--- src/rtl/mand_pkg.sv ---
// Shared types and constants of the Mandelbrot escape-time pixel engine.
package mand_pkg;

    // Fixed-point format and framebuffer layout.
    localparam int FRAC_BITS       = 27;
    localparam int BYTES_PER_PIXEL = 4;

    // Field and register widths.
    localparam int PIX_W   = 12;
    localparam int SIZE_W  = PIX_W + 1;
    localparam int STEP_W  = 31;
    localparam int CFG_W   = 32;
    localparam int CNT_W   = 16;
    localparam int LINE_W  = 15;
    localparam int OFF_W   = 27;
    localparam int COLOR_W = 24;
    localparam int IDX_W   = 3;

    // Register indexes of the configuration port.
    localparam logic [IDX_W-1:0] CFG_FRAME_WIDTH  = 3'd0;
    localparam logic [IDX_W-1:0] CFG_FRAME_HEIGHT = 3'd1;
    localparam logic [IDX_W-1:0] CFG_PIXEL_STEP   = 3'd2;
    localparam logic [IDX_W-1:0] CFG_CENTER_RE    = 3'd3;
    localparam logic [IDX_W-1:0] CFG_CENTER_IM    = 3'd4;
    localparam logic [IDX_W-1:0] CFG_MAX_ITER     = 3'd5;
    localparam logic [IDX_W-1:0] CFG_LINE_BYTES   = 3'd6;

    // Datapath widths derived from the fraction width.
    localparam int MUL_W  = 32;
    localparam int PROD_W = 2 * MUL_W;
    localparam int D_W    = PIX_W + 3;
    localparam int MAP_W  = 48;
    localparam int CW     = FRAC_BITS + 5;
    localparam int ZW     = FRAC_BITS + 3;
    localparam int NZW    = FRAC_BITS + 6;
    localparam int SQ_W   = 2 * ZW;

    localparam logic signed [MAP_W-1:0] C_LIM     = MAP_W'(8) <<< FRAC_BITS;
    localparam logic signed [MAP_W-1:0] C_LIM_NEG = -C_LIM;
    localparam logic signed [NZW-1:0]   Z_TWO     = NZW'(2) <<< FRAC_BITS;
    localparam logic signed [NZW-1:0]   Z_TWO_NEG = -Z_TWO;
    localparam logic signed [SQ_W-1:0]  Z_FOUR    = SQ_W'(4) <<< (2 * FRAC_BITS);

    // Colour gradient: count * 255 / max_iter, an 8-bit quotient.
    localparam int Q_W        = 8;
    localparam int DIVIDEND_W = CNT_W + Q_W;
    localparam int DSTEP_W    = $clog2(Q_W + 1);
    localparam int RED_LSB    = 16;

    typedef struct packed {
        logic                  start;
        logic [DIVIDEND_W-1:0] dividend;
        logic [CNT_W-1:0]      divisor;
    } div_req_t;

    typedef struct packed {
        logic           done;
        logic [Q_W-1:0] quotient;
    } div_rsp_t;

endpackage

--- src/rtl/mand_div.sv ---
// Bit-serial restoring divider for the colour gradient quotient.
module mand_div
    import mand_pkg::*;
(
    input  logic     clk,
    input  logic     rst_n,
    input  div_req_t req,
    output div_rsp_t rsp
);

    logic [DSTEP_W-1:0] cnt_reg, cnt_next;
    logic               done_reg, done_next;
    logic [CNT_W-1:0]   rem_reg, rem_next;
    logic [Q_W-1:0]     low_reg, low_next;
    logic [CNT_W-1:0]   divisor_reg, divisor_next;

    logic [CNT_W:0] trial;
    logic [CNT_W:0] trial_diff;
    logic           trial_fits;

    // The quotient is known to stay below 2^Q_W, so the upper dividend bits
    // already form a remainder smaller than the divisor.
    assign trial      = {rem_reg, low_reg[Q_W-1]};
    assign trial_diff = trial - {1'b0, divisor_reg};
    assign trial_fits = trial >= {1'b0, divisor_reg};

    always_comb
    begin
        cnt_next     = cnt_reg;
        done_next    = 1'b0;
        rem_next     = rem_reg;
        low_next     = low_reg;
        divisor_next = divisor_reg;
        if (req.start)
        begin
            rem_next     = req.dividend[DIVIDEND_W-1:Q_W];
            low_next     = req.dividend[Q_W-1:0];
            divisor_next = req.divisor;
            cnt_next     = DSTEP_W'(Q_W);
        end
        else if (cnt_reg != '0)
        begin
            rem_next  = trial_fits ? trial_diff[CNT_W-1:0] : trial[CNT_W-1:0];
            low_next  = {low_reg[Q_W-2:0], trial_fits};
            cnt_next  = cnt_reg - DSTEP_W'(1);
            done_next = (cnt_reg == DSTEP_W'(1));
        end
    end

    always_ff @(posedge clk or negedge rst_n)
    begin
        if (!rst_n)
        begin
            cnt_reg  <= '0;
            done_reg <= 1'b0;
        end
        else
        begin
            cnt_reg  <= cnt_next;
            done_reg <= done_next;
        end
    end

    always_ff @(posedge clk)
    begin
        rem_reg     <= rem_next;
        low_reg     <= low_next;
        divisor_reg <= divisor_next;
    end

    assign rsp.done     = done_reg;
    assign rsp.quotient = low_reg;

endmodule

--- config.mk ---
export PLATFORM = sky130hd
export DESIGN_NAME = mand_div
export DESIGN_NICKNAME = d
export VERILOG_FILES = /design/src/rtl/mand_pkg.sv /design/src/rtl/mand_div.sv
export SDC_FILE = /design/constraint.sdc
export NUM_CORES = 1
export LEC_CHECK = 0
export BUFFER_PORTS_ARGS = -buffer_cell sky130_fd_sc_hd__buf_2
export CORE_ASPECT_RATIO = 0.6
export CORE_UTILIZATION = 60
export DETAILED_ROUTE_END_ITERATION = 8
export HOLD_SLACK_MARGIN = 0.06
export PLACE_DENSITY = 0.85
export SKIP_CTS_REPAIR_TIMING = 1
export SLEW_MARGIN = 20
export SYNTH_ARGS = -nofsm -noshare
export SYNTH_HDL_FRONTEND = slang
export SYNTH_SLANG_ARGS = --single-unit
export TNS_END_PERCENT = 50
--- constraint.sdc ---
create_clock -name clk -period 6.7 [get_ports clk]
set_input_delay 0.335 -clock clk [delete_from_list [all_inputs] [get_ports clk]]
set_output_delay 0.335 -clock clk [all_outputs]
set_load 0.1 [all_outputs]
---- Yosys cells after proc, flatten, opt, wreduce, memory -nomap -nowiden ----
Cells that the tools add are included.
cells by class
  add/sub/neg operators ................... 2
  order comparisons ....................... 1
  eq/ne operators ......................... 1
  mux-type cells .......................... 9
  reduce and logical (&&, ||, !) cells .... 2
operator list
  operator                                                               count
  16-bit two-way mux                                                     3
  17-bit by 16-bit greater-or-equal comparator with 1-bit output         1
  8-bit two-way mux                                                      2
  16-bit subtractor                                                      1
  4-bit two-way mux                                                      2
  4-bit by 1-bit equality test with 1-bit output, second input constant  1
  4-bit nonzero test                                                     1
  4-bit by 1-bit subtractor with 4-bit output, second input constant     1
  1-bit two-way mux                                                      2
  2-bit nonzero test                                                     1
storage, ports and cells
  register bits after elaboration ......... 45
  input bits .............................. 43
  output and inout bits ................... 9

---- Depth between registers and ports, before layout ----
Gate-level depths: netlist of the first run.
  depth in word-level cells ............... 4
  depth in mapped cells ................... 11

---- Least setup slack after synthesis of the first run ----
Ideal clock, no wire load.
  kind .................................... flip-flop to flip-flop
  start ................................... register low_reg[7]
  end ..................................... register rem_reg[12] (data pin)
  library setup time ...................... 254 ps
  arrival time ............................ 2941 ps
  path slack .............................. 3506 ps
  stages on the path, launching flop included .. 12
  clock period less this slack ............ 3194 ps
  cell sequence ........................... edfxtp_1 > inv_1 > ha_1 > inv_1 > fa_1 > a21o_1 > a221oi_2 > nor3_2 > or3_1 > a31oi_1 > xnor2_1 > a21o_1
between the ends
  word-level cells in the longest chain between the ends .. 4
  elaborated cells on any way between the ends .. 5
  classes of those cells .................. add/sub: 1; order compare: 1; mux: 3
ends and longest elaborated chain
  element                                                                                              line                            RTL
  from (decl)                                                                                          mand_div.sv:14                  logic [Q_W-1:0] low_reg, low_next;
  from (signal assigned)                                                                               mand_div.sv:67                  low_reg <= low_next;
  16-bit subtractor or 17-bit by 16-bit greater-or-equal comparator with 1-bit output (tied branches)  mand_div.sv:24, mand_div.sv:25
  16-bit two-way mux (*)                                                                               mand_div.sv:43                  rem_next = trial_fits ? trial_diff[CNT_W-1:0] : trial[CNT_W-1:0];
  16-bit two-way mux (*)                                                                               mand_div.sv:41                  else if (cnt_reg != '0)
  16-bit two-way mux (*)                                                                               mand_div.sv:34                  if (req.start)
  via rem_next[12]                                                                                     mand_div.sv:13                  logic [CNT_W-1:0] rem_reg, rem_next;
  to (signal assigned)                                                                                 mand_div.sv:66                  rem_reg <= rem_next;
  to (decl)                                                                                            mand_div.sv:13
Mark *: on every way through the listed nets, which the timed path passes. The rest lies on a longest branch. The select of a mux whose other input is x is not followed.
A chain may end at the register's enable or synchronous reset.

---- Worst setup path after layout of the first run ----
Ends and elaborated chain as after synthesis.

==> results of run 1 <==
## layout make-up
type	instances	share of cell area
multi-input cells	168	0.408
inverters	22	0.0262
well taps	60	0.0238
flip-flops and latches	45	0.421
repair buffers	53	0.0866
clock inverters	2	0.0111
clock buffers	6	0.0230
## cells in the final DEF (no fill, tap or decap), drive strengths merged, types with 9 or more instances in the layout
cell and instances:
a21oi 12, buf 52, edfxtp 40, ha 19
inv 22, mux2 15, nand2 13, nor2 15
o21ai 15, xnor2 9
## routing by layer
metal	wire [um]	vias up
li1	-	992
met1	2780	902
met2	2130	71
met3	354	5
met4	28	0
met5	0	-
## worst paths after layout
check,end,start,cells after the start
setup / recovery,rem_reg[12],low_reg[7],11
max in group asynchronous,done_reg,rst_n,2
min in group asynchronous,cnt_reg[0],rst_n,2
setup reg to reg,rem_reg[12],low_reg[7],11
hold reg to reg,cnt_reg[3],cnt_reg[3],2
hold / removal,divisor_reg[10],req[10],1
## cells by family after synthesis
| family | count (synthesis) | synth area share |
|---|---|---|
| simple gates | 61 | 0.121 |
| compound gates | 52 | 0.126 |
| flops | 45 | 0.486 |
| buf+inv | 30 | 0.0435 |
| mux | 21 | 0.0838 |
| fa+ha+maj | 20 | 0.0944 |
| xor+xnor | 14 | 0.0449 |
## where the power goes
group	total [mW]	switching (mW)	leakage [nW]	internal [mW]
Combinational	0.790	0.468	0.848	0.323
Clock	0.201	0.0905	0.0552	0.111
Sequential	0.469	0.0510	0.474	0.418
==> results.yml, run 1 <==
status:
  outcome: "finished clean"
synthesis:
  avgSynthCellArea_um2: 11.2
  synth_area_mm2: 0.00273
  ys_types: 45
  yosysSeqAreaShare: 0.486
  yosysMostFrequentCell: "edfxtp_1"
  synthTopCellsByCount: "40 x edfxtp_1, 22 x inv_1, 19 x ha_1"
  ys_ff_latch: 45
  synth-edff-count: 40
  async_flop_share: 0.111
  yosys-top-cells-area: "edfxtp_1 44%, ha_1 8.7%, mux2_2 6.2%"
  ys_warn_count: 0
  synth_top_cell_by_area: "edfxtp_1"
  syn_inst: 243
  synth_fp_nets: 306
  synth_largest_type_area_fraction: 0.440
  synth_top_flop_cell: "edfxtp_1"
job:
  max-cap-violations: 0
timing:
  fin_skew_ns: 0.0133
  fin_crit_sh: 0.448
  final-setup-viol-count: 0
  finalSetupTns_ns: 0
  final_hold_viol_count: 0
  hold_slack_ns: 0.200
  period_needed_ns: 3.00
  slew_headroom: 0.265
  drv_slew: 0
  fmax_ghz: 0.333
  rsz0062_at_grt: "no"
  setup_ws_ns: 3.70
  worst_pin_slew_ns: 1.10
critical_path:
  end_kind: "flop"
  cp.required_ns: 6.75
  path_cells: "inv_1 -> ha_1 -> inv_1 -> fa_1 -> a21o_1 -> a221oi_2 -> nor3_2 -> or3_1 -> a31oi_1 -> xnor2_1 -> a21o_1"
  slowest_stage: "fa_1"
  path_class: "reg2reg"
  critPathMaxStageDelay_ns: 0.42
  critPathLaunchType: "flop"
  critical_path.max_fanout: 4
  cp_top_family: "compound AO/OA/AOI/OAI gates"
  rrSetupSlack_ns: 3.70
  critPathBufInv: 2
  crit_arrival_ns: 3.05
placed_design:
  dp_hpwl_um: 3810
  place_ws_ns: 3.73
  placed_cells: 347
  place_area_mm2: 0.00303
  place_congestion: 0.874
  port_buffers: 51
routing:
  drt_wl_total_um: 5290
  routedWlPerCell_um: 14.9
  ant_nets: 0
  drtIter0Drc: 172
  num_vias: 1970
  routed_via_density: 5.53
  drc: 0
  dr.pass1.iters: 4
power:
  vdd_drop_max_mv: 0.261
  p_per_area_mw_per_mm2: 464
  p_total_mw: 1.46
  leakagePower_nw: 1.38
grt:
  gr-usage-met1: 0.387
  track_usage: 0.245
  grt_pass1_vias: 1772
  grt.met2_usage: 0.336
  grt_busiest_layer: "met1"
  grt_max_degree: 65
  grt_overflow_total: 0
  grtUsageMet3: 0.0573
  antenna_found_initial: 0
  grt_pass1_wl_um: 8490
final_layout:
  nets: 358
  diodes: 0
  final_area_mm2: 0.00315
  areaGrowthSynthToFinish_pct: 15.3
  multi_input_area_mm2: 0.00129
  fillers: 311
  drive_gt1_frac: 0.277
  fin_util: 0.744
  regArea_mm2: 0.00133
  fin_cells: 356
die:
  io_pins: 52
  initial_core_util: 0.645
  num_rows: 18
  die_h_um: 54.3
  die_w_um: 89.1
  dieArea_mm2: 0.00483
  coreArea_mm2: 0.00423
clock_network:
  path_clk_slew_ns: 0.09
  cts_buffers: 5
  clock_latency_ns: 0.30
  clock-sinks: 45
  cts_tree: "yes"
  clock_path_buffers: 2
  root_buffer: "clkbuf_8"
  cts.htree.levels: 2
hold_path:
  hold_class: "in2reg"
No activity file was read; power rests on OpenSTA's default activity.
==> run 2: changes to the inputs <==
- CORE_UTILIZATION: 60 -> 55
- PLACE_DENSITY: 0.85 -> 0.79
- clock period: 6.7 -> 3.1 ns (I/O delays scaled with it)
==> results.yml, run 2 (same netlist as run 1, synthesis figures left out) <==
power:
  vdd_drop_max_mv: 0.713
  p_seq_frac: 0.315
  leakagePower_nw: 1.46
  p_per_area_mw_per_mm2: 958
  netSwitchingFraction: 0.416
  power.net_switching_mw: 1.34
  p_int_mw: 1.87
  power_frac_clock: 0.137
  pwr-share-comb: 0.547
critical_path:
  crit_cells: 11
  r2r_start: "low_reg[7]"
  critPathLaunchType: "flop"
  slowest_stage: "edfxtp_1"
  crit_arrival_ns: 2.87
  critPathMaxStageDelay_ns: 0.39
  r2r_end: "rem_reg[12]"
  cp.required_ns: 3.17
  critPathBufInv: 2
  critical_path.max_fanout: 4
  path_cells: "inv_1 -> ha_2 -> inv_1 -> fa_2 -> a21o_1 -> a221oi_2 -> nor3_2 -> or3_1 -> a31oi_1 -> xnor2_1 -> a21o_1"
  end_kind: "flop"
  r2r.worst_path.cells: 11
  cp_top_family: "compound AO/OA/AOI/OAI gates"
  path_class: "reg2reg"
  rrSetupSlack_ns: 0.29
clock_network:
  cts_tree: "yes"
  path_clk_slew_ns: 0.09
  root_buffer: "clkbuf_8"
  clock_path_buffers: 2
  cts.htree.levels: 2
  clock-sinks: 45
  cts_buffers: 5
  clock_latency_ns: 0.31
die:
  dieArea_mm2: 0.00526
  initial_core_util: 0.586
  die_h_um: 56.6
  die_w_um: 93.0
  coreArea_mm2: 0.00466
  io_pins: 52
  num_rows: 19
grt:
  track_usage: 0.236
  grt_pass1_vias: 1903
  grt_overflow_total: 0
  grt_max_degree: 46
  grt_pass1_wl_um: 9120
  antenna_found_initial: 0
placed_design:
  place_congestion: 0.949
  dp_hpwl_um: 4110
  port_buffers: 51
timing:
  finalSetupTns_ns: 0
  fin_crit_sh: 0.906
  final_hold_viol_count: 0
  worst_pin_slew_ns: 0.834
  drv_slew: 0
  fmax_ghz: 0.356
  period_needed_ns: 2.81
  slew_headroom: 0.444
  hold_slack_ns: 0.120
  fin_skew_ns: 0.00903
  rsz0062_at_grt: "no"
  final-setup-viol-count: 0
final_layout:
  areaGrowthSynthToFinish_pct: 22.7
  nets: 378
  drive_gt1_frac: 0.278
  final_common_cell: "buf_2"
  diodes: 0
  final_cell_mix: "51 x buf_2, 40 x edfxtp_1, 22 x inv_1"
hold_path:
  hold_depth: 3
  worstHoldStart: "req[35]"
  min_to: "rem_reg[11]"
  hold_class: "in2reg"
status:
  outcome: "finished clean"
routing:
  num_vias: 2074
  routed_via_density: 5.47
  drt_wl_total_um: 5780
  drc: 0
  dr.pass1.iters: 4
  routedWlPerCell_um: 15.3
  drtIter0Drc: 178
  ant_nets: 0
job:
  max-cap-violations: 0
## run 2: changes by cell type in the layout (fill, tap and decap cells not counted)
cell           delta
dlygate4sd3_1    +16
clkinv_2          -1
clkbuf_1          -1
buf_4             +4
clkinvlp_4        +1
fa_1              -1
ha_2              +1
fa_2              +1
clkinv_1          +1
ha_1              -1
## run 2: layer usage
layer  up-vias  part of all wire  GRT usage
met5         -                 0          0
met4         0            0.0074     0.0462
met3         6             0.050     0.0745
met2        55              0.42      0.324
met1       977              0.52      0.364
li1       1036                 -          -
## run 2: worst min-delay path: stages
cell and delay (ns):
buf_2 0.07, nand2_1 0.04, o21ai_0 0.05
## run 2: power groups by stage
stage,registers (mW),clock network [mW],logic (mW)
after global routing,1.04,0.475,1.92
final,1.01,0.442,1.76
after floorplan,1.21,0,1.16
after global placement,1.01,0,1.67
after CTS,1.01,0.448,1.72
after detailed placement,1.02,0,1.71
## run 2: cell type report
class | instances | area (um^2)
Fill cell | 353 | 1310
Multi-Input combinational cell | 168 | 1290
Inverter | 22 | 82.6
Timing Repair Buffer | 73 | 463
Clock inverter | 3 | 41.3
Sequential cell | 45 | 1330
Tap cell | 63 | 78.8
Clock buffer | 5 | 68.8
## run 2: worst max-delay path by stage
stage	start	slack, ns	to
floorplan	low_reg[7]	-0.03	rem_reg[12]
global placement	low_reg[7]	0.39	rem_reg[12]
detailed placement	low_reg[7]	0.32	rem_reg[12]
CTS	low_reg[7]	0.30	rem_reg[12]
global route	low_reg[7]	0.11	rem_reg[12]
finish	low_reg[7]	0.29	rem_reg[12]
## run 2: per-stage QoR
step	cell area, um^2	std cells	power (mW)	setup WS [ns]	util
3_5_place_dp	3070	354	2.73	0.317	0.659
2_1_floorplan	2740	243	2.37	-0.0342	-
3_3_place_gp	3070	354	2.68	0.391	0.659
5_1_grt	3350	379	3.43	0.110	0.719
4_1_cts	3180	362	3.18	0.300	0.683
6_report	3350	379	3.21	0.293	0.719
==> run 3: changes to the inputs <==
- ABC_AREA: default -> 1
- CORE_UTILIZATION: 55 -> 57
- PLACE_DENSITY: 0.79 -> 0.8
==> results.yml, run 3 <==
status:
  outcome: "finished clean"
critical_path:
  critical_path.max_fanout: 17
  r2r_end: "rem_reg[15]"
  critPathLaunchType: "flop"
  cp.required_ns: 3.16
  end_kind: "flop"
  r2r_start: "rem_reg[11]"
  r2r.worst_path.cells: 13
  crit_arrival_ns: 2.50
  rrSetupSlack_ns: 0.66
  path_class: "reg2reg"
die:
  io_pins: 52
  num_rows: 20
  dieArea_mm2: 0.00599
  initial_core_util: 0.616
  coreArea_mm2: 0.00526
  die_h_um: 60.4
  die_w_um: 99.3
synthesis:
  yosysMostFrequentCell: "nand2_1"
  synth_top_flop_cell: "edfxtp_1"
  ys_warn_count: 0
  syn_inst: 412
  synth_top_cell_by_area: "edfxtp_1"
  async_flop_share: 0.111
  synth_area_mm2: 0.00324
  yosys-top-cells-area: "edfxtp_1 37%, nand2_1 17%, inv_1 7.8%"
  synth-edff-count: 40
  ys_types: 29
  synth_fp_nets: 475
  ys_ff_latch: 45
  yosysSeqAreaShare: 0.410
  synthTopCellsByCount: "149 x nand2_1, 67 x inv_1, 40 x edfxtp_1"
  avgSynthCellArea_um2: 7.85
  synth_largest_type_area_fraction: 0.371
final_layout:
  fin_cells: 548
  final_cell_mix: "149 x nand2_1, 67 x inv_1, 51 x buf_2"
  drive_gt1_frac: 0.205
  areaGrowthSynthToFinish_pct: 17.2
  final_common_cell: "nand2_1"
  nets: 544
  diodes: 0
clock_network:
  cts_buffers: 5
  cts.htree.levels: 2
  cts_tree: "yes"
  clock-sinks: 45
  root_buffer: "clkbuf_8"
  path_clk_slew_ns: 0.09
  clock_path_buffers: 2
  clock_latency_ns: 0.31
placed_design:
  dp_hpwl_um: 5820
  placed_cells: 523
  place_congestion: 0.916
  port_buffers: 51
grt:
  antenna_found_initial: 0
  grt_pass1_wl_um: 12500
  track_usage: 0.280
  grt_max_degree: 41
  grt_pass1_vias: 2540
  grt_overflow_total: 0
routing:
  ant_nets: 0
  drc: 0
  drt_wl_total_um: 7780
  routedWlPerCell_um: 14.2
  num_vias: 2845
  drtIter0Drc: 183
  routed_via_density: 5.19
  dr.pass1.iters: 4
timing:
  rsz0062_at_grt: "no"
  final-setup-viol-count: 0
  final_hold_viol_count: 0
  slew_headroom: 0.667
  fin_skew_ns: 0.0107
  finalSetupTns_ns: 0
  fmax_ghz: 0.410
  drv_slew: 0
  fin_crit_sh: 0.787
  worst_pin_slew_ns: 0.504
  period_needed_ns: 2.44
power:
  vdd_drop_max_mv: 0.601
  leakagePower_nw: 2.01
  p_per_area_mw_per_mm2: 950
hold_path:
  hold_class: "in2reg"
  hold_depth: 3
  worstHoldStart: "req[34]"
  min_to: "rem_reg[10]"
job:
  max-cap-violations: 0
run 3: report_power, final:
| group | internal (mW) | switching [mW] |
|---|---|---|
| logic | 0.741 | 1.49 |
| registers | 0.889 | 0.110 |
| clock network | 0.161 | 0.210 |
run 3: kinds of logic after synthesis:
kind of cell             synth area share
flip-flops                          0.410
buffers and inverters               0.102
AND/OR/NAND/NOR                     0.369
XOR/XNOR                           0.0244
adder cells (fa/ha/maj)            0.0797
AO/OA/AOI/OAI                      0.0143
run 3: worst max path at each step:
stage,depth (start not counted),startpoint,slack [ns],endpoint
floorplan,13,low_reg[7],0.56,rem_reg[14]
global placement,13,rem_reg[11],0.72,rem_reg[15]
detailed placement,13,rem_reg[11],0.73,rem_reg[15]
CTS,13,rem_reg[11],0.70,rem_reg[15]
global route,13,rem_reg[10],0.50,rem_reg[15]
finish,13,rem_reg[11],0.66,rem_reg[15]
run 3: layout make-up:
| cell class | count | area [um^2] |
|---|---|---|
| inverters | 70 | 263 |
| well taps | 66 | 82.6 |
| flip-flops and latches | 45 | 1330 |
| fillers | 431 | 1460 |
| multi-input cells | 287 | 1580 |
| clock buffers | 6 | 72.6 |
| clock inverters | 2 | 13.8 |
| repair buffers | 72 | 455 |
run 3: worst max-delay path, stage by stage, from the launching register on:
cell and delay, ns:
edfxtp_1 0.40, ha_1 0.42, nand2_1 0.11, nand2_1 0.11
inv_1 0.08, nand2_1 0.07, nand2_1 0.06, nand2_1 0.07
nor2_4 0.29, nand2_4 0.23, nand2_1 0.19, nand2_1 0.07
nand2_1 0.06, nand2_1 0.05
run 3: per-layer routing:
layer / global-route usage / vias up / routed length [um] / part of all wire
li1: - / 1434 / - / -
met5: 0 / - / 0 / 0
met3: 0.0565 / 7 / 526 / 0.068
met4: 0.0630 / 0 / 74 / 0.0095
met2: 0.394 / 104 / 3160 / 0.41
met1: 0.441 / 1300 / 4010 / 0.52
run 3: per-stage QoR:
stage          worst slack, ns  power [mW]  hold WS [ns]  cell area, um^2   util
2_1_floorplan            0.561        2.73        -0.141             3240      -
3_3_place_gp             0.722        3.13       -0.0261             3530  0.673
3_5_place_dp             0.733        3.16       -0.0226             3530  0.673
4_1_cts                  0.699        3.55        -0.343             3620  0.689
5_1_grt                  0.502        3.90         0.106             3790  0.721
6_report                 0.660        3.60         0.115             3790  0.721
